<file path="src/hw/rtl/psfc_pkg.sv">
// ----------------------------------------------------------------------------
// psfc_pkg
// shared types and constants of the stuffing framer with frame crc
// ----------------------------------------------------------------------------
package psfc_pkg;

  localparam int MAX_FRAME_BITS_DEF   = 4096;
  localparam int MAX_PACKET_BYTES_DEF = 2048;
  localparam int MAX_CRC_DEGREE_DEF   = 63;
  localparam int MAX_RES              = 56;

  localparam logic [7:0] CH_D  = 8'h44;
  localparam logic [7:0] CH_L  = 8'h4C;
  localparam logic [7:0] CH_E  = 8'h45;
  localparam logic [7:0] CH_T  = 8'h54;
  localparam logic [7:0] CH_X  = 8'h58;
  localparam logic [7:0] CH_S  = 8'h53;
  localparam logic [7:0] CH_SP = 8'h20;

  typedef enum logic [1:0] {
    REG_PACKET_BYTES = 2'd0,
    REG_FRAME_BITS   = 2'd1,
    REG_CRC_DEGREE   = 2'd2,
    REG_CRC_POLY     = 2'd3
  } cfg_idx_t;

  typedef struct packed {
    logic [7:0] msg_byte;
    logic       msg_last;
  } in_t;

  typedef struct packed {
    logic [7:0]  payload_byte;
    logic [3:0]  valid_bits;
    logic        frame_end;
    logic [11:0] padding_bits;
    logic [62:0] crc_value;
    logic        last_of_run;
  } out_t;

  typedef struct packed {
    logic accept;
    logic push_bit;
    logic emit_full;
    logic close_init;
    logic pad_step;
    logic close_emit;
    logic finish;
  } cmd_t;

  typedef struct packed {
    logic q_empty;
    logic full_byte;
    logic close_hit;
    logic pad_done;
    logic emit_ok;
    logic out_free;
    logic hold_v;
    logic end_pkt;
    logic fbc_nz;
  } sts_t;

endpackage

</file>
<file path="src/hw/rtl/psfc_stream_if.sv">
// ----------------------------------------------------------------------------
// psfc_stream_if
// valid/ready channel carrying one payload item per transfer
// ----------------------------------------------------------------------------
interface psfc_stream_if #(parameter type T = logic);
  logic valid;
  logic ready;
  T     data;

  modport source (output valid, output data, input ready);
  modport sink (input valid, input data, output ready);
endinterface

</file>
<file path="src/hw/rtl/psfc_ctrl.sv">
// ----------------------------------------------------------------------------
// psfc_ctrl
// sequencer: walks the stuffed bits, frame close and result drain
// ----------------------------------------------------------------------------
module psfc_ctrl (
  input  logic           clk,
  input  logic           rst_n,
  input  logic           in_valid,
  output logic           in_ready,
  input  psfc_pkg::sts_t sts,
  output psfc_pkg::cmd_t cmd
);
  import psfc_pkg::*;

  typedef enum logic [5:0] {
    ST_IDLE  = 6'b000001,
    ST_RUN   = 6'b000010,
    ST_CINIT = 6'b000100,
    ST_CPAD  = 6'b001000,
    ST_CEMIT = 6'b010000,
    ST_FIN   = 6'b100000
  } state_t;

  state_t state_r, state_nxt;

  always_comb begin
    state_nxt = state_r;
    cmd       = '0;
    in_ready  = 1'b0;
    unique case (state_r)
      ST_IDLE: begin
        in_ready = 1'b1;
        if (in_valid) begin
          cmd.accept = 1'b1;
          state_nxt  = ST_RUN;
        end
      end
      ST_RUN: begin
        if (!sts.q_empty) begin
          if (!(sts.full_byte && !sts.emit_ok)) begin
            cmd.push_bit  = 1'b1;
            cmd.emit_full = sts.full_byte;
            if (sts.close_hit) state_nxt = ST_CINIT;
          end
        end else if (sts.end_pkt && sts.fbc_nz) begin
          state_nxt = ST_CINIT;
        end else begin
          state_nxt = ST_FIN;
        end
      end
      ST_CINIT: begin
        cmd.close_init = 1'b1;
        state_nxt      = ST_CPAD;
      end
      ST_CPAD: begin
        if (sts.pad_done) state_nxt = ST_CEMIT;
        else cmd.pad_step = 1'b1;
      end
      ST_CEMIT: begin
        if (sts.emit_ok) begin
          cmd.close_emit = 1'b1;
          state_nxt      = ST_RUN;
        end
      end
      ST_FIN: begin
        if (!sts.hold_v) begin
          state_nxt = ST_IDLE;
        end else if (sts.out_free) begin
          cmd.finish = 1'b1;
          state_nxt  = ST_IDLE;
        end
      end
      default: state_nxt = ST_IDLE;
    endcase
  end

  always_ff @(posedge clk) begin
    if (!rst_n) state_r <= ST_IDLE;
    else state_r <= state_nxt;
  end

  a_onehot: assert property (@(posedge clk) disable iff (!rst_n) $onehot(state_r))
    else $error("state not one-hot");
  a_accept_run: assert property (@(posedge clk) disable iff (!rst_n)
    cmd.accept |=> state_r == ST_RUN)
    else $error("accept did not start a run");
  a_emit_to_run: assert property (@(posedge clk) disable iff (!rst_n)
    cmd.close_emit |=> state_r == ST_RUN)
    else $error("close did not return to run");

endmodule

</file>
<file path="src/hw/rtl/psfc_dp.sv">
// ----------------------------------------------------------------------------
// psfc_dp
// datapath: config, stuffing window, bit repacker, serial crc, result regs
// ----------------------------------------------------------------------------
module psfc_dp #(
  parameter int MAX_FRAME_BITS   = psfc_pkg::MAX_FRAME_BITS_DEF,
  parameter int MAX_PACKET_BYTES = psfc_pkg::MAX_PACKET_BYTES_DEF,
  parameter int MAX_CRC_DEGREE   = psfc_pkg::MAX_CRC_DEGREE_DEF
) (
  input  logic           clk,
  input  logic           rst_n,
  input  logic           cfg_we,
  input  logic [1:0]     cfg_addr,
  input  logic [62:0]    cfg_wdata,
  input  psfc_pkg::in_t  in_data,
  output psfc_pkg::out_t out_data,
  output logic           out_valid,
  input  logic           out_ready,
  input  psfc_pkg::cmd_t cmd,
  output psfc_pkg::sts_t sts
);
  import psfc_pkg::*;

  localparam int CW  = MAX_CRC_DEGREE;
  localparam int PCW = $clog2(MAX_PACKET_BYTES + 1);
  localparam int FCW = $clog2(MAX_FRAME_BITS + 2);

  logic [11:0]    pkt_bytes_r;
  logic [12:0]    frame_bits_r;
  logic [5:0]     crc_deg_r;
  logic [CW-1:0]  crc_poly_r;

  logic [7:0]     win0_r, win1_r;
  logic [1:0]     wcnt_r;
  logic [PCW-1:0] pcnt_r;
  logic [FCW-1:0] fbc_r;
  logic [7:0]     pbyte_r;
  logic [3:0]     pbits_r;
  logic [CW-1:0]  crc_r;
  logic [55:0]    q_r;
  logic [5:0]     qcnt_r;
  logic           end_r;
  logic [3:0]     k_r;
  out_t           hold_r, out_r;
  logic           hold_v_r, out_v_r;
  logic [5:0]     rc_r;

  // effective config values
  logic [5:0]     deg_eff;
  logic [CW-1:0]  deg_mask;
  logic [FCW-1:0] fb_eff;
  logic [PCW-1:0] pb_eff;

  always_comb begin
    deg_eff  = (32'(crc_deg_r) > 32'(MAX_CRC_DEGREE)) ? 6'(MAX_CRC_DEGREE) : crc_deg_r;
    deg_mask = ~({CW{1'b1}} << deg_eff);
    if (frame_bits_r == '0) fb_eff = FCW'(1);
    else if (32'(frame_bits_r) > 32'(MAX_FRAME_BITS)) fb_eff = FCW'(MAX_FRAME_BITS);
    else fb_eff = FCW'(frame_bits_r);
    if (pkt_bytes_r == '0) pb_eff = PCW'(1);
    else if (32'(pkt_bytes_r) > 32'(MAX_PACKET_BYTES)) pb_eff = PCW'(MAX_PACKET_BYTES);
    else pb_eff = PCW'(pkt_bytes_r);
  end

  function automatic logic [CW-1:0] crc_step(input logic [CW-1:0] c, input logic b,
                                             input logic [5:0] d, input logic [CW-1:0] m,
                                             input logic [CW-1:0] p);
    logic          fbk;
    logic [CW-1:0] n;
    fbk = (d != '0) && ((c & (CW'(1) << (d - 6'd1))) != '0);
    n   = ((c << 1) | CW'(b)) & m;
    if (fbk) n = n ^ (p & m);
    return n;
  endfunction

  // stuffing window and byte queue built at accept
  logic [PCW-1:0] pcnt_inc;
  logic           end_c, trip;
  logic [55:0]    q_c;
  logic [2:0]     n_c;
  logic [1:0]     wcnt_c;
  logic [7:0]     w0_c, w1_c, b;

  always_comb begin
    b        = in_data.msg_byte;
    pcnt_inc = pcnt_r + PCW'(1);
    end_c    = in_data.msg_last || (pcnt_inc >= pb_eff);
    trip     = (win0_r == CH_D && win1_r == CH_L && b == CH_E) ||
               (win0_r == CH_E && win1_r == CH_T && b == CH_X) ||
               (win0_r == CH_S && win1_r == CH_T && b == CH_X);
    q_c    = '0;
    n_c    = '0;
    wcnt_c = wcnt_r;
    w0_c   = win0_r;
    w1_c   = win1_r;
    if (wcnt_r[1]) begin
      if (trip) begin
        q_c    = {CH_D, CH_L, CH_E, CH_SP, win0_r, win1_r, b};
        n_c    = 3'd7;
        wcnt_c = 2'd0;
      end else begin
        w0_c = win1_r;
        w1_c = b;
        if (end_c) begin
          q_c    = {win0_r, win1_r, b, 32'd0};
          n_c    = 3'd3;
          wcnt_c = 2'd0;
        end else begin
          q_c    = {win0_r, 48'd0};
          n_c    = 3'd1;
          wcnt_c = 2'd2;
        end
      end
    end else if (wcnt_r[0]) begin
      w1_c = b;
      if (end_c) begin
        q_c    = {win0_r, b, 40'd0};
        n_c    = 3'd2;
        wcnt_c = 2'd0;
      end else begin
        wcnt_c = 2'd2;
      end
    end else begin
      w0_c = b;
      if (end_c) begin
        q_c    = {b, 48'd0};
        n_c    = 3'd1;
        wcnt_c = 2'd0;
      end else begin
        wcnt_c = 2'd1;
      end
    end
  end

  // results
  logic [FCW-1:0] pad_w;
  out_t           full_res, close_res, new_res;
  logic           emit_now, can_store, out_free;
  out_t           out_nxt;
  logic           out_v_nxt;

  always_comb begin
    pad_w    = (fbc_r < fb_eff) ? (fb_eff - fbc_r) : '0;
    full_res = '{payload_byte: pbyte_r, valid_bits: 4'd8, frame_end: 1'b0,
                 padding_bits: '0, crc_value: '0, last_of_run: 1'b0};
    close_res = '{payload_byte: pbits_r[3] ? pbyte_r : (pbyte_r << (4'd8 - pbits_r)),
                  valid_bits: pbits_r, frame_end: 1'b1, padding_bits: 12'(pad_w),
                  crc_value: 63'(crc_r & deg_mask), last_of_run: 1'b0};
    new_res   = cmd.close_emit ? close_res : full_res;
    emit_now  = cmd.emit_full || cmd.close_emit;
    can_store = rc_r < 6'(MAX_RES);
    out_free  = !out_v_r || out_ready;
  end

  // output stage next value
  always_comb begin
    out_nxt   = out_r;
    out_v_nxt = out_v_r && !out_ready;
    if (emit_now && can_store && hold_v_r) begin
      out_nxt   = hold_r;
      out_v_nxt = 1'b1;
    end
    if (cmd.finish) begin
      out_nxt             = hold_r;
      out_nxt.last_of_run = 1'b1;
      out_v_nxt           = 1'b1;
    end
  end

  always_comb begin
    sts.q_empty   = qcnt_r == '0;
    sts.full_byte = pbits_r[3];
    sts.close_hit = (fbc_r + FCW'(1)) >= fb_eff;
    sts.pad_done  = k_r[3];
    sts.emit_ok   = !hold_v_r || out_free || !can_store;
    sts.out_free  = out_free;
    sts.hold_v    = hold_v_r;
    sts.end_pkt   = end_r;
    sts.fbc_nz    = fbc_r != '0;
  end

  assign out_data  = out_r;
  assign out_valid = out_v_r;

  // configuration
  always_ff @(posedge clk) begin
    if (!rst_n) begin
      pkt_bytes_r  <= 12'd2;
      frame_bits_r <= 13'd8;
      crc_deg_r    <= 6'd8;
      crc_poly_r   <= CW'(7);
    end else if (cfg_we) begin
      unique case (cfg_idx_t'(cfg_addr))
        REG_PACKET_BYTES: pkt_bytes_r  <= cfg_wdata[11:0];
        REG_FRAME_BITS:   frame_bits_r <= cfg_wdata[12:0];
        REG_CRC_DEGREE:   crc_deg_r    <= cfg_wdata[5:0];
        REG_CRC_POLY:     crc_poly_r   <= CW'(cfg_wdata);
        default: ;
      endcase
    end
  end

  // stream state
  always_ff @(posedge clk) begin
    if (!rst_n) begin
      win0_r   <= '0;
      win1_r   <= '0;
      wcnt_r   <= '0;
      pcnt_r   <= '0;
      fbc_r    <= '0;
      pbyte_r  <= '0;
      pbits_r  <= '0;
      crc_r    <= '0;
      qcnt_r   <= '0;
      end_r    <= 1'b0;
      k_r      <= '0;
      hold_v_r <= 1'b0;
      out_v_r  <= 1'b0;
      rc_r     <= '0;
    end else begin
      out_v_r <= out_v_nxt;
      out_r   <= out_nxt;
      if (cmd.accept) begin
        win0_r <= w0_c;
        win1_r <= w1_c;
        wcnt_r <= wcnt_c;
        pcnt_r <= end_c ? '0 : pcnt_inc;
        q_r    <= q_c;
        qcnt_r <= {n_c, 3'b000};
        end_r  <= end_c;
        rc_r   <= '0;
      end
      if (cmd.push_bit) begin
        q_r     <= q_r << 1;
        qcnt_r  <= qcnt_r - 6'd1;
        pbyte_r <= {(cmd.emit_full ? 7'd0 : pbyte_r[6:0]), q_r[55]};
        pbits_r <= (cmd.emit_full ? 4'd0 : pbits_r) + 4'd1;
        crc_r   <= crc_step(crc_r, q_r[55], deg_eff, deg_mask, crc_poly_r);
        fbc_r   <= fbc_r + FCW'(1);
      end
      if (cmd.close_init) k_r <= pbits_r;
      if (cmd.pad_step) begin
        k_r   <= k_r + 4'd1;
        crc_r <= crc_step(crc_r, 1'b0, deg_eff, deg_mask, crc_poly_r);
      end
      if (cmd.close_emit) begin
        pbyte_r <= '0;
        pbits_r <= '0;
        fbc_r   <= '0;
        crc_r   <= '0;
      end
      if (emit_now && can_store) begin
        hold_r   <= new_res;
        hold_v_r <= 1'b1;
        rc_r     <= rc_r + 6'd1;
      end
      if (cmd.finish) begin
        hold_v_r <= 1'b0;
      end
    end
  end

  a_pbits: assert property (@(posedge clk) disable iff (!rst_n) pbits_r <= 4'd8)
    else $error("partial byte overfull");
  a_rc: assert property (@(posedge clk) disable iff (!rst_n) rc_r <= 6'(MAX_RES))
    else $error("result count overrun");
  a_wcnt: assert property (@(posedge clk) disable iff (!rst_n) wcnt_r != 2'd3)
    else $error("window count out of range");
  a_close: assert property (@(posedge clk) disable iff (!rst_n)
    cmd.close_emit |=> fbc_r == '0 && pbits_r == '0)
    else $error("frame not cleared after close");

endmodule

</file>
<file path="src/hw/rtl/packet_stuff_frame_crc.sv">
// ----------------------------------------------------------------------------
// packet_stuff_frame_crc
// character-stuffing framer with per-frame serial crc
// ----------------------------------------------------------------------------
// flow: stuffed bits pass one at a time through the single-bit repacker and
//   serial crc; a frame close loads the held bit count, runs zero bits through
//   the crc up to a full byte, then emits the closing result; each transfer
//   also passes through accept and drain steps
// throughput: one item at a time; the next transfer is taken once all results
//   of the current one have moved into the output stages
// reset: synchronous active-low, config back to defaults, stream state cleared
module packet_stuff_frame_crc #(
  parameter int MAX_FRAME_BITS   = psfc_pkg::MAX_FRAME_BITS_DEF,
  parameter int MAX_PACKET_BYTES = psfc_pkg::MAX_PACKET_BYTES_DEF,
  parameter int MAX_CRC_DEGREE   = psfc_pkg::MAX_CRC_DEGREE_DEF
) (
  input  logic        clk,
  input  logic        rst_n,
  psfc_stream_if.sink   in_ch,
  psfc_stream_if.source out_ch,
  input  logic        cfg_we,
  input  logic [1:0]  cfg_addr,
  input  logic [62:0] cfg_wdata
);
  import psfc_pkg::*;

  cmd_t cmd;   // sequencer commands
  sts_t sts;   // datapath status

  // sequencer: in_ready only while idle
  psfc_ctrl u_ctrl (
    .clk      (clk),
    .rst_n    (rst_n),
    .in_valid (in_ch.valid),
    .in_ready (in_ch.ready),
    .sts      (sts),
    .cmd      (cmd)
  );

  // datapath: hold stage keeps the latest result until we know if it closes the run
  psfc_dp #(
    .MAX_FRAME_BITS   (MAX_FRAME_BITS),
    .MAX_PACKET_BYTES (MAX_PACKET_BYTES),
    .MAX_CRC_DEGREE   (MAX_CRC_DEGREE)
  ) u_dp (
    .clk       (clk),
    .rst_n     (rst_n),
    .cfg_we    (cfg_we),
    .cfg_addr  (cfg_addr),
    .cfg_wdata (cfg_wdata),
    .in_data   (in_ch.data),
    .out_data  (out_ch.data),
    .out_valid (out_ch.valid),
    .out_ready (out_ch.ready),
    .cmd       (cmd),
    .sts       (sts)
  );

endmodule
</file>
<file path="src/flat_wrapper.sv">
// flat-port wrapper written by rule: the top's interface ports become plain ports
module packet_stuff_frame_crc_flat import psfc_pkg::*;
#(
  parameter int MAX_FRAME_BITS   = psfc_pkg::MAX_FRAME_BITS_DEF,
  parameter int MAX_PACKET_BYTES = psfc_pkg::MAX_PACKET_BYTES_DEF,
  parameter int MAX_CRC_DEGREE   = psfc_pkg::MAX_CRC_DEGREE_DEF
)
  (clk, rst_n, cfg_we, cfg_addr, cfg_wdata, in_ch_valid, in_ch_data, in_ch_ready, out_ch_valid, out_ch_data, out_ch_ready);
  psfc_stream_if in_ch_i ();
  psfc_stream_if out_ch_i ();
  input  logic clk;
  input  logic rst_n;
  input  logic cfg_we;
  input  logic [1:0] cfg_addr;
  input  logic [62:0] cfg_wdata;
  input wire logic [$bits(in_ch_i.valid)-1:0] in_ch_valid;
  input wire logic [$bits(in_ch_i.data)-1:0] in_ch_data;
  output wire logic [$bits(in_ch_i.ready)-1:0] in_ch_ready;
  output wire logic [$bits(out_ch_i.valid)-1:0] out_ch_valid;
  output wire logic [$bits(out_ch_i.data)-1:0] out_ch_data;
  input wire logic [$bits(out_ch_i.ready)-1:0] out_ch_ready;
  assign in_ch_i.valid = in_ch_valid;
  assign in_ch_i.data = in_ch_data;
  assign in_ch_ready = in_ch_i.ready;
  assign out_ch_valid = out_ch_i.valid;
  assign out_ch_data = out_ch_i.data;
  assign out_ch_i.ready = out_ch_ready;
  packet_stuff_frame_crc #(.MAX_FRAME_BITS(MAX_FRAME_BITS), .MAX_PACKET_BYTES(MAX_PACKET_BYTES), .MAX_CRC_DEGREE(MAX_CRC_DEGREE)) u_core (.clk(clk), .rst_n(rst_n), .in_ch(in_ch_i), .out_ch(out_ch_i), .cfg_we(cfg_we), .cfg_addr(cfg_addr), .cfg_wdata(cfg_wdata));
endmodule
</file>
<file path="config.mk">
export PLATFORM = sky130hd
export DESIGN_NAME = packet_stuff_frame_crc_flat
export DESIGN_NICKNAME = d
export VERILOG_FILES = /design/src/hw/rtl/psfc_pkg.sv /design/src/hw/rtl/psfc_stream_if.sv /design/src/hw/rtl/psfc_ctrl.sv /design/src/hw/rtl/psfc_dp.sv /design/src/hw/rtl/packet_stuff_frame_crc.sv /design/src/flat_wrapper.sv
export SDC_FILE = /design/constraint.sdc
export NUM_CORES = 1
export LEC_CHECK = 0
export BUFFER_PORTS_ARGS = -buffer_cell sky130_fd_sc_hd__clkbuf_2
export CORE_MARGIN = 3
export CORE_UTILIZATION = 33
export DETAILED_ROUTE_END_ITERATION = 6
export GPL_ROUTABILITY_DRIVEN = 0
export PLACE_DENSITY = 0.61
export SKIP_LAST_GASP = 1
export SLEW_MARGIN = 30
export SYNTH_ARGS = -nofsm -noshare
export SYNTH_HDL_FRONTEND = slang
export SYNTH_SLANG_ARGS = --single-unit
</file>
<file path="constraint.sdc">
create_clock -name clk -period 4.55 [get_ports clk]
set_input_delay 0.91 -clock clk [delete_from_list [all_inputs] [get_ports clk]]
set_output_delay 0.91 -clock clk [all_outputs]
set_load 0.03 [all_outputs]
</file>
**Word-level counts from Yosys, hierarchy flattened**

Index checks and enable logic that the tools add are counted.

- Flip-flop bits (word level): 295
- Input bits: 71
- Output and inout bits: 3
- Logic and storage cells: 174

- Add/sub/neg operators: 9
- Magnitude comparators: 6
- Equal/unequal tests: 16
- Shift-type cells: 3
- Mux-type cells: 66
- Bitwise operators: 10
- Reductions and logical operators: 41

Operator list:

| cell | count |
|---|---|
| $and 63x63->63 | 5 |
| $mux 56 | 5 |
| $mux 63 | 4 |
| $xor 63x63->63 | 2 |
| $mux 89 | 1 |
| $mux 6 | 13 |
| $not 63->63 | 1 |
| $or 63x1->63 | 1 |
| $reduce_bool 63->1 | 1 |
| $shl 1x6->63 const A | 1 |
| $shl 63x6->63 const A | 1 |
| $mux 12 | 4 |
| $mux 48 | 1 |
| $mux 8 | 5 |
| $pmux 6 s6 | 1 |
| $mux 13 | 2 |
| $reduce_and 2->1 | 9 |
| $mux 1 | 16 |
| $mux 2 | 8 |
| $add 13x1->13 const B | 1 |
| $ge 13x13->1 | 1 |
| $gt 13x13->1 const B | 1 |
| $logic_not 13->1 | 1 |
| $lt 13x13->1 | 1 |
| 37 further kinds | 65 |

**Longest topological paths before layout**

Gate-level depths: netlist (run 1).

- Depth after elaboration: 14
- Mapped depth: 11
- Mapped depth without buffers: 11

**Hierarchy**

Synthesis (run 1) repeated with hierarchy kept, for this count alone.

- Cell total of the unflattened synthesis: 2,188
- Area, all modules: 22,140.0 sq um

By module, submodules not included:

| module | times used | cells each | area an instance (sq um) | sequential area each (sq um) |
|---|---|---|---|---|
| psfc_dp | 1 | 2,133 | 21,679.5 | 11,621.1 |
| psfc_ctrl | 1 | 54 | 456.7 | 120.1 |
| packet_stuff_frame_crc | 1 | 1 | 3.8 | 0.0 |

**Worst setup path after synthesis (run 1)**

No wires, ideal clock.

- Kind: reg2reg
- Start: register u_core.u_dp.fbc_r[0]
- End: register u_core.u_ctrl.state_r[2]
- Library setup time: 74 ps
- Arrival time: 2,581 ps
- Required time: 4,476 ps
- Slack: 1,895 ps
- Stages on the path, launching flop included: 12
- Path buffers: 0
- Clock period less this slack: 2,655 ps
- Cells stage by stage: dfxtp_1 > ha_1 > nand3_1 > nor4_1 > nand3_1 > xnor2_1 > ha_1 > nand4_1 > inv_1 > nand2_1 > or3_1 > a31oi_1

- Longest elaborated chain between the ends: 5
- Elaborated cells between the ends (all ways): 9
- Classes of those cells: add/sub: 1; order compare: 1; eq/ne: 1; mux: 3; reduce/logical: 3

RTL lines:

| item | RTL line | RTL |
|---|---|---|
| from (decl) | psfc_dp.sv:36 | `logic [FCW-1:0] fbc_r;` |
| from (signal assigned) | psfc_dp.sv:239 | `fbc_r <= fbc_r + FCW'(1);` |
| branches (longest 5 deep; another with $add 13x1->13) | -- |  |
| to (signal assigned) | psfc_ctrl.sv:79 | `else state_r <= state_nxt;` |
| to (decl) | psfc_ctrl.sv:24 | `state_t state_r, state_nxt;` |

Several ways; the timed one is not identified.
A chain may end at the register's enable or synchronous reset.

**Final worst setup path (run 1)**

- Start: register u_core.u_dp.pcnt_r[2]
- End: register u_core.u_dp.wcnt_r[0]

- Longest elaborated chain between the ends: 6

RTL lines:

| item | RTL line | RTL |
|---|---|---|
| from (decl) | psfc_dp.sv:35 | `logic [PCW-1:0] pcnt_r;` |
| from (signal assigned) | psfc_dp.sv:227 | `pcnt_r <= end_c ? '0 : pcnt_inc;` |
| $add 12x1->12 | psfc_dp.sv:86 | `pcnt_inc = pcnt_r + PCW'(1);` |
| $ge 12x12->1 | psfc_dp.sv:87 | `end_c = in_data.msg_last \|\| (pcnt_inc >= pb_eff);` |
| $logic_or 1x1->1 | psfc_dp.sv:87 |  |
| $mux 1 | psfc_dp.sv:125 | `if (end_c) begin` |
| $mux 2 | psfc_dp.sv:114 | `end else if (wcnt_r[0]) begin` |
| $mux 2 | psfc_dp.sv:96 | `if (wcnt_r[1]) begin` |
| to (signal assigned) | psfc_dp.sv:226 | `wcnt_r <= wcnt_c;` |
| to (decl) | psfc_dp.sv:34 | `logic [1:0] wcnt_r;` |

No other way between the ends.

==> run summary, run 1 <==
The core region is 14,000 um2. Walking the worst path, the cells encountered are and3_1, and3_1, nand3_1, xor2_1, inv_1, ha_1, a211oi_1, o21ai_1, a31oi_1, nand3_2, o31ai_1. The total of flip-flops plus latches after synthesis came out at 82. The area fraction of the dominant cell type after synthesis is 33.8%. CTS placed an instance of clkbuf_16 at the clock tree root.

The clock insertion delay at the later pin of the skew report is 0.34 ns. Adding up every negative setup slack in the final design gives 0 ns. The critical path data arrival time came out at 3.48 ns. The cell total after placement came out at 781. The share of synthesized flip-flops with an asynchronous set or reset is 0%. The number of violations of the max-capacitance limit came out at 0. The area growth from synthesis to layout is 11.2%. The first detailed-routing pass ran for 4 iterations. The fraction of the yosys area taken by sequential cells came out at between 30 and 40%.

Yosys mapped a number of flops with a built-in enable equal to 1. The first-pass GRT wire length came out at roughly 18,000 um. The post-layout minimum cycle time came out at 3.23 ns. The layout net count came out at just over 700. The total standard cell area after synthesis came out at roughly 4800 um2. The maximum clock frequency is 310 MHz. The largest single stage delay on the critical path is around 0.46 ns. The floorplan step set the die width to between 100 and 150 um. The mux contribution to synthesized area is 0.860%. The post-layout instance count excluding filler cells came out at 797. The number of nets with antenna violations after detailed routing came out at 0. For this design the ratio of total power to cell area is 324 nW/um2. The final count of negative-setup-slack endpoints is 0. The prevailing post-synth register cell is dfxtp_1. During synthesis, Yosys emitted a total of 0 warnings. The classification of the worst setup path is reg -> reg.

The deepest clock path buffer count came out at 2. The largest fanout on the critical path came out at 8. Summed over all layers, the routed wires come to 11,000 um. The adder and majority gate portion of the synthesized area came out at 8.34%. The post-CTS clock slew at the launch and capture registers of the worst setup and hold paths came out at 0.06 ns. The largest area contributor in the synthesized netlist is dfxtp_1. Summing the areas of all compound-gate instances in the mapped netlist gives between 10% and 20% of the synthesized area. After the first detailed-routing iteration, the DRC count stood at 253. The max-slew violation count is 0.

Once the floorplan was initialized, standard cells occupied 34.2% of the core. The post-CTS resize count is 0. The standby leakage power came out at roughly 2.1 nW. By area, the combinational part of the netlist is dominated by simple AND/OR/NAND/NOR gates. The clock net sink count came out at a little over 80.

The worst path required time is about 4.8 ns. By area the synthesized netlist is led by dfxtp_1 (34%), nand2_1 (9.6%), ha_1 (8.3%). In this run the worst hold path is classified as reg -> reg. The worst setup path is captured at a flip-flop. From bottom edge to top edge, the die measures 127 um. In the global route stage, overall resource usage came out at around 14%. After layout, the worst setup slack is 1.32 ns.

The total count of hold-check failures in the final report is 0. The total length of routed met3 wires came out at 445 um. The dominant cell type by count on the critical path is and3_1. In the routed layout, each cell is associated on average with a via count of 5.31. The floorplan step defined a die boundary enclosing 16,000 um2. The worst voltage drop across the vdd grid came out at 0.000240 V. For this run, design rule violations remaining after detail routing come to 0. The number of hold buffers added after CTS is 0.

The HPWL after detailed placement is 8260 um. The highest metal layer with signal wires is met4. The count of distinct cell types in the synthesized netlist is 71.

The count of input and output buffers is 23. Detailed routing inserted a total of 4,233 vias. The share of the synthesized netlist area taken by xor and xnor gates came out at 6.57%. On the final layout, the worst hold slack is ~0.46 ns.

The worst slack at placement is 1.37 ns. TritonCTS built the clock tree. Post-CTS timing repair inserted 0 buffers for setup. The run finished with clean final reports. Dividing the final minimum period by the clock period gives 70.9%. The post-synthesis cell count came out at 600. The simple-gate portion of the synthesized area came out at a little under a third. Of the cells placed in the final design, the portion with a size suffix greater than 1 is about a tenth. The number of buffers created by CTS came out at 9. For the pin with the worst max-slew slack, the measured transition is between 0.6 and 0.7 ns. Setup repair after global routing left no endpoint under its margin. The sort of element at the start of the critical path is a flip-flop. The via count of the first global-routing pass is 3,998. The average routed wire per standard cell came out at around 14 um. Entering global routing, the biggest net connects 37 pins.

The H-tree depth reported by CTS came out at 3. The design draws 1.73 mW. The standard cell with the maximum stage delay on the critical path is a31oi_1. The normalized max-slew margin is between 50% and 60%. The final worst clock skew came out at about 0.0083 ns.

Counting every net in the synthesized netlist gives 703. The antenna cell count is 0. The I/O pin total came out at 74. The met1 wire length is 5350 um. The number of antenna violations at the first check in global routing was 0. Wire segments on met2 add up to 5020 um in the final route. The mean post-synth cell area is 8.00 um2. The total global routing overflow is 0. The cell row count came out at between 40 and 50.
critical path: cells and delay by family, from the launching register on:
kind	cells	cell delay [ns]
buffers and inverters	1	0.07
AOI/OAI and AO/OA	4	1.24
xor gates and xnor gates	1	0.22
and+or+nand+nor	4	0.85
adders and majority gates	1	0.32
DFF	1	0.43
cell type report:
type,count,area (um2)
Multi-Input combinational cell,475,2950
Fill cell,1440,8700
Timing Repair Buffer,26,138
Clock buffer,11,253
Inverter,18,67.6
Tap cell,180,225
Clock inverter,5,52.6
Sequential cell,82,1650
synth_stat cells, types with 5 or more instances:
cell      instances
clkbuf_1         11
xor2_1           16
nand2b_1          6
nand3_1          28
nand4_1           7
nor3_1           15
a211oi_1          6
xnor2_1          20
buf_2             6
nand3b_1          7
a31oi_1           8
nand2_1         123
o21ai_0          23
nor4_1           11
dfxtp_1          81
inv_1            17
nor2_1           34
and3_1            9
ha_1             32
o22ai_1           5
a21oi_1          46
and2_1            6
final timing paths:
| path | startpoint | end | slack, ns | cells past startpoint |
|---|---|---|---|---|
| max | u_core.u_dp.pcnt_r[2] | u_core.u_dp.wcnt_r[0] | 1.32 | 11 |
| max reg2reg | u_core.u_dp.pcnt_r[2] | u_core.u_dp.wcnt_r[0] | 1.32 | 11 |
| min reg2reg | u_core.u_dp.pkt_bytes_r[0] | u_core.u_dp.pkt_bytes_r[0] | 0.46 | 2 |
| min | u_core.u_dp.pkt_bytes_r[0] | u_core.u_dp.pkt_bytes_r[0] | 0.46 | 2 |
state kept, by name, indices dropped and copies added (netlist names), 2 cells and up:
name,cells
u_core.u_ctrl.state_r,6
u_core.u_dp.fbc_r,13
u_core.u_dp.frame_bits_r,13
u_core.u_dp.k_r,4
u_core.u_dp.pbits_r,4
u_core.u_dp.pcnt_r,12
u_core.u_dp.pkt_bytes_r,12
u_core.u_dp.qcnt_r,6
u_core.u_dp.rc_r,6
u_core.u_dp.wcnt_r,2
power breakdown:
part / internal [mW] / switching (mW) / leakage [nW]
clock: 0.452 / 0.294 / 0.151
combinational: 0.0816 / 0.135 / 1.28
sequential: 0.740 / 0.0257 / 0.667
total: 1.27 / 0.455 / 2.10
routing by layer:
metal | up-vias | track usage, %
li1 | 2143 | -
met1 | 2005 | 17.9
met2 | 69 | 22.7
met3 | 16 | 3.49
met4 | 0 | 5.05
met5 | - | 0
stage by stage:
stage                     area (um2)  utilization [%]
after floorplan                 4800                -
after global placement          5030             35.8
after detailed placement        5030             35.8
after CTS                       5340             38.0
after global routing            5340             38.0
final                           5340             38.0
cells in the final DEF (no fill, tap or decap), types with 7 or more instances in the layout:
master and n:
and3_1 9, xor2_1 16, dfxtp_1 81, o21ai_0 23
nor2_1 34, a21oi_1 46, nand3b_1 7, nand4_1 7
inv_1 17, nand2_1 123, a31oi_1 8, clkbuf_16 9
ha_1 32, nand3_1 28, xnor2_1 20, nor4_1 11
clkbuf_2 23, nor3_1 15
kinds of logic after synthesis:
| group | after synthesis |
|---|---|
| buf+inv | 43 |
| simple gates | 285 |
| mux | 4 |
| flops | 82 |
| fa+ha+maj | 32 |
| compound gates | 118 |
| xor+xnor | 36 |
Note: power is estimated with default switching activity, not from simulation.
==> run 2, diff against run 1 <==
- ABC_AREA: unset -> 1
- clock period: 4.55 -> 3 ns (I/O delays scaled with it)
==> run summary, run 2 <==
The worst hold slack is 0.458 ns (+0.00146 ns). The sort of element at the start of the critical path is a flip-flop. The total power after layout is 3.21 mW (+86%). Among all flip-flop cells after synthesis, the most frequent one is dfxtp_1.

The normalized max-slew margin is 54.7% (+0.38 points). The post-layout minimum cycle time came out at 2.74 ns (-0.488 ns). The number of synthesized flops with an enable pin came to 1 (unchanged).

The number of nets with antenna violations after detailed routing came out at 0 (unchanged). The placed wire-length estimate after detailed placement is 7300 um (-12%). The most frequently used cell type in the post-synthesis netlist is nand2_1.

The H-tree depth reported by CTS is 3 (unchanged). The average vias per placed instance came to 4.61 (-13%). The synthesized design spends more area on one cell type than any other, namely dfxtp_1. Routed signal wires occupy layers up through met4.

The total met2 wirelength after detailed routing came out at 4420 um (-12%). The total length of routed met3 wires was 244 um (-45%). The path type of the worst min-delay path is reg -> reg. The transition at the pin with the smallest max-transition slack came out at 0.678 ns (-0.00630 ns).

The largest registers in the layout are u_core.u_dp.fbc_r (13), u_core.u_dp.frame_bits_r (13). The count of cells along the worst register-to-register path is 17 (+6). Ranked by total cell area, the synthesized netlist is headed by dfxtp_1 (34%), nand2_1 (13%), ha_1 (8.4%).

CTS placed an instance of clkbuf_16 at the clock tree root. The iteration-0 DRC count of the detailed router came out at 156 (-38%). The count of vias placed by the detailed router came out at 4,116 (-2.8%). The total standard cell area after synthesis is 4760 um2 (-0.70%). The mean post-synth cell area is 6.95 um2 (-13%). TritonCTS built the clock tree.

The via count of the first global-routing pass came out at 3,722 (-6.9%). The critical path data arrival time is 2.98 ns (-0.50 ns). The library cell used most frequently in the layout, excluding fill and tap cells, is nand2_1.

In this run the most critical hold path is launched from u_core.u_dp.qcnt_r[0]. The total track usage is 12.9% (-1.1 points). The average routed wire per standard cell came out at 11.0 um (-20%).

The top cell types in the final layout, fill and taps aside, are nand2_1 (158), nor2_1 (88), inv_1 (83). The total of flip-flops plus latches after synthesis is 82 (unchanged). The number of hold buffers added after CTS was 0 (unchanged). The share of the core filled with cells in the final layout is 38.5% (+0.48 points). The count of distinct cell types in the synthesized netlist came out at 42 (-41%).

The post-synthesis cell count is 686 (+14%). The flop-to-flop setup slack came out at 0.26 ns (-1.06 ns). The endpoint with the worst hold slack is u_core.u_dp.qcnt_r[0]. The final count of negative-setup-slack endpoints came to 0 (unchanged).

The classification of the worst setup path is reg -> reg. The worst slack at placement came out at 0.245 ns (-1.13 ns). The maximum clock frequency is 365 MHz (+18%).

The antenna cell count came out at 0 (unchanged). The max-slew violation count came out at 0 (unchanged). The number of warnings reported in the yosys synthesis log was 0 (unchanged). The core footprint is 14,000 um2 (-0.38%). The flow ran to the end, and the final reports show no timing, DRC or antenna violations. The number of violations of the max-capacitance limit came to 0 (unchanged). The standby leakage power was 2.51 nW (+20%).

The floorplan die height was 126 um (-0.34%). The total global routing overflow came to 0 (unchanged). The startpoint identified for the worst register-to-register timing path is u_core.u_dp.fbc_r[8].

The share of synthesized flip-flops with an asynchronous set or reset is 0% (unchanged). The worst flop-to-flop path endpoint is u_core.u_ctrl.state_r[1]. The number of antenna violations at the first check in global routing came out at 0 (unchanged). The cell area power density came out at 596 nW/um2 (+84%).

The final worst setup slack is 0.260 ns (-1.06 ns). The layout net count came to 810 (+13%). The first-pass iteration count of the detailed router came out at 4 (unchanged).

The met1 wire length came out at 5020 um (-6.3%). The overall die area is 15,900 um2 (-0.67%). The final worst-path cycle share came out at 91.3% (+20 points). The effective utilization at floorplan came out at 34.1% (-0.11 points). The clock net sink count came to 82 (unchanged).

The cell row count is 43 (unchanged). The first-pass GRT wire length is 17,200 um (-6.7%). The largest fanout on the critical path is 7 (-1). The area fraction of the dominant cell type after synthesis came out at 34.0% (+0.24 points). From synthesis to final layout, the design area changed by 13.0%.

The post-CTS clock slew at the launch and capture registers of the worst setup and hold paths came out at 0.06 ns (about the same). The worst path required time is 3.24 ns (-1.56 ns). The final worst clock skew is 0.00621 ns (-0.00208 ns).

The I/O pin total came to 74 (unchanged). The critical path starts at u_core.u_dp.fbc_r[8]. The pin count of the biggest net entering global routing is 42 (+14%). The number of instances on the worst hold path is 1 (-1). The width of the die is 126 um (-0.34%).

The number of buffers created by CTS is 9 (unchanged). The count of input and output buffers is 23 (unchanged). The net count of the mapped netlist is 789 (+12%). The fraction of the yosys area taken by sequential cells came to 34.7% (+0.24 points).

Counting instances in the post-synthesis netlist gives the leading cell types as nand2_1 (159), nor2_1 (90), inv_1 (83). The post-detailed-routing wire length was 9830 um (-11%). The deepest clock path buffer count is 2 (unchanged). The worst voltage drop across the vdd grid is 0.000253 V (+5.5%). The total count of hold-check failures in the final report is 0 (unchanged). The share of post-route cells with drive strength above 1 came out at 11.1% (+1.0 points).

The count of unresolved DRC violations after routing came to 0 (unchanged). The critical path capture point type is a flip-flop. The clock insertion delay at the later pin of the skew report came out at 0.34 ns (about the same). Setup repair after global routing could not meet its margin everywhere.
==> run 2: cells by family after synthesis <==
family	after synthesis	synth area share, %
compound gates	106	11.9
simple gates	337	31.8
buf+inv	108	9.43
xor+xnor	21	3.86
fa+ha+maj	32	8.40
flops	82	34.7
==> run 2: what timing repair did <==
item | CTS | global route
setup endpoints to repair | 0 | 16
buffers inserted | 0 | 2
resized for setup | 0 | 5
==> run 2: metal layers <==
metal	vias up	global-route usage, %
li1	2258	-
met4	0	3.41
met3	11	2.93
met5	-	0
met1	1802	17.3
met2	45	20.9
==> run 2: stage by stage <==
step	setup TNS, ns	instances	cell area [um2]
after detailed placement	0	874	5040
final	0	892	5380
after CTS	0	890	5360
after global placement	0	874	5040
after floorplan	0	686	4760
after global routing	-0.204	892	5380
==> run 2: worst max-delay path by stage <==
stage | slack, ns | endpoint | depth (start not counted)
floorplan | 0.61 | u_core.u_ctrl.state_r[1] | 20
global placement | 0.25 | u_core.u_ctrl.state_r[1] | 20
detailed placement | 0.24 | u_core.u_ctrl.state_r[1] | 20
CTS | 0.22 | u_core.u_dp.pcnt_r[7] | 16
global route | -0.09 | u_core.u_ctrl.state_r[1] | 17
finish | 0.26 | u_core.u_ctrl.state_r[1] | 17
==> run 2: layout make-up <==
cell class	count	area, um2
Sequential cell	82	1650
Tap cell	180	225
Clock buffer	13	270
Fill cell	1481	8600
Multi-Input combinational cell	496	2680
Inverter	88	333
Timing Repair Buffer	30	180
Clock inverter	3	46.3
==> run 2: critical path, stage by stage (launching register included) <==
cell,delay (ns)
dfxtp_1,0.46
inv_1,0.12
nor4_1,0.48
nand3_1,0.16
nand2_1,0.11
nand2_1,0.08
ha_1,0.30
nand2_1,0.07
nor2_1,0.15
inv_1,0.06
nor2_1,0.09
nand2_1,0.05
nand2_1,0.10
nand2_1,0.09
nand2_2,0.12
o21ai_0,0.11
nand2_1,0.06
inv_1,0.04
==> run 2: where the power goes <==
part / switching, mW / internal [mW]
sequential: 0.0832 / 1.18
combinational: 0.512 / 0.276
clock: 0.445 / 0.715
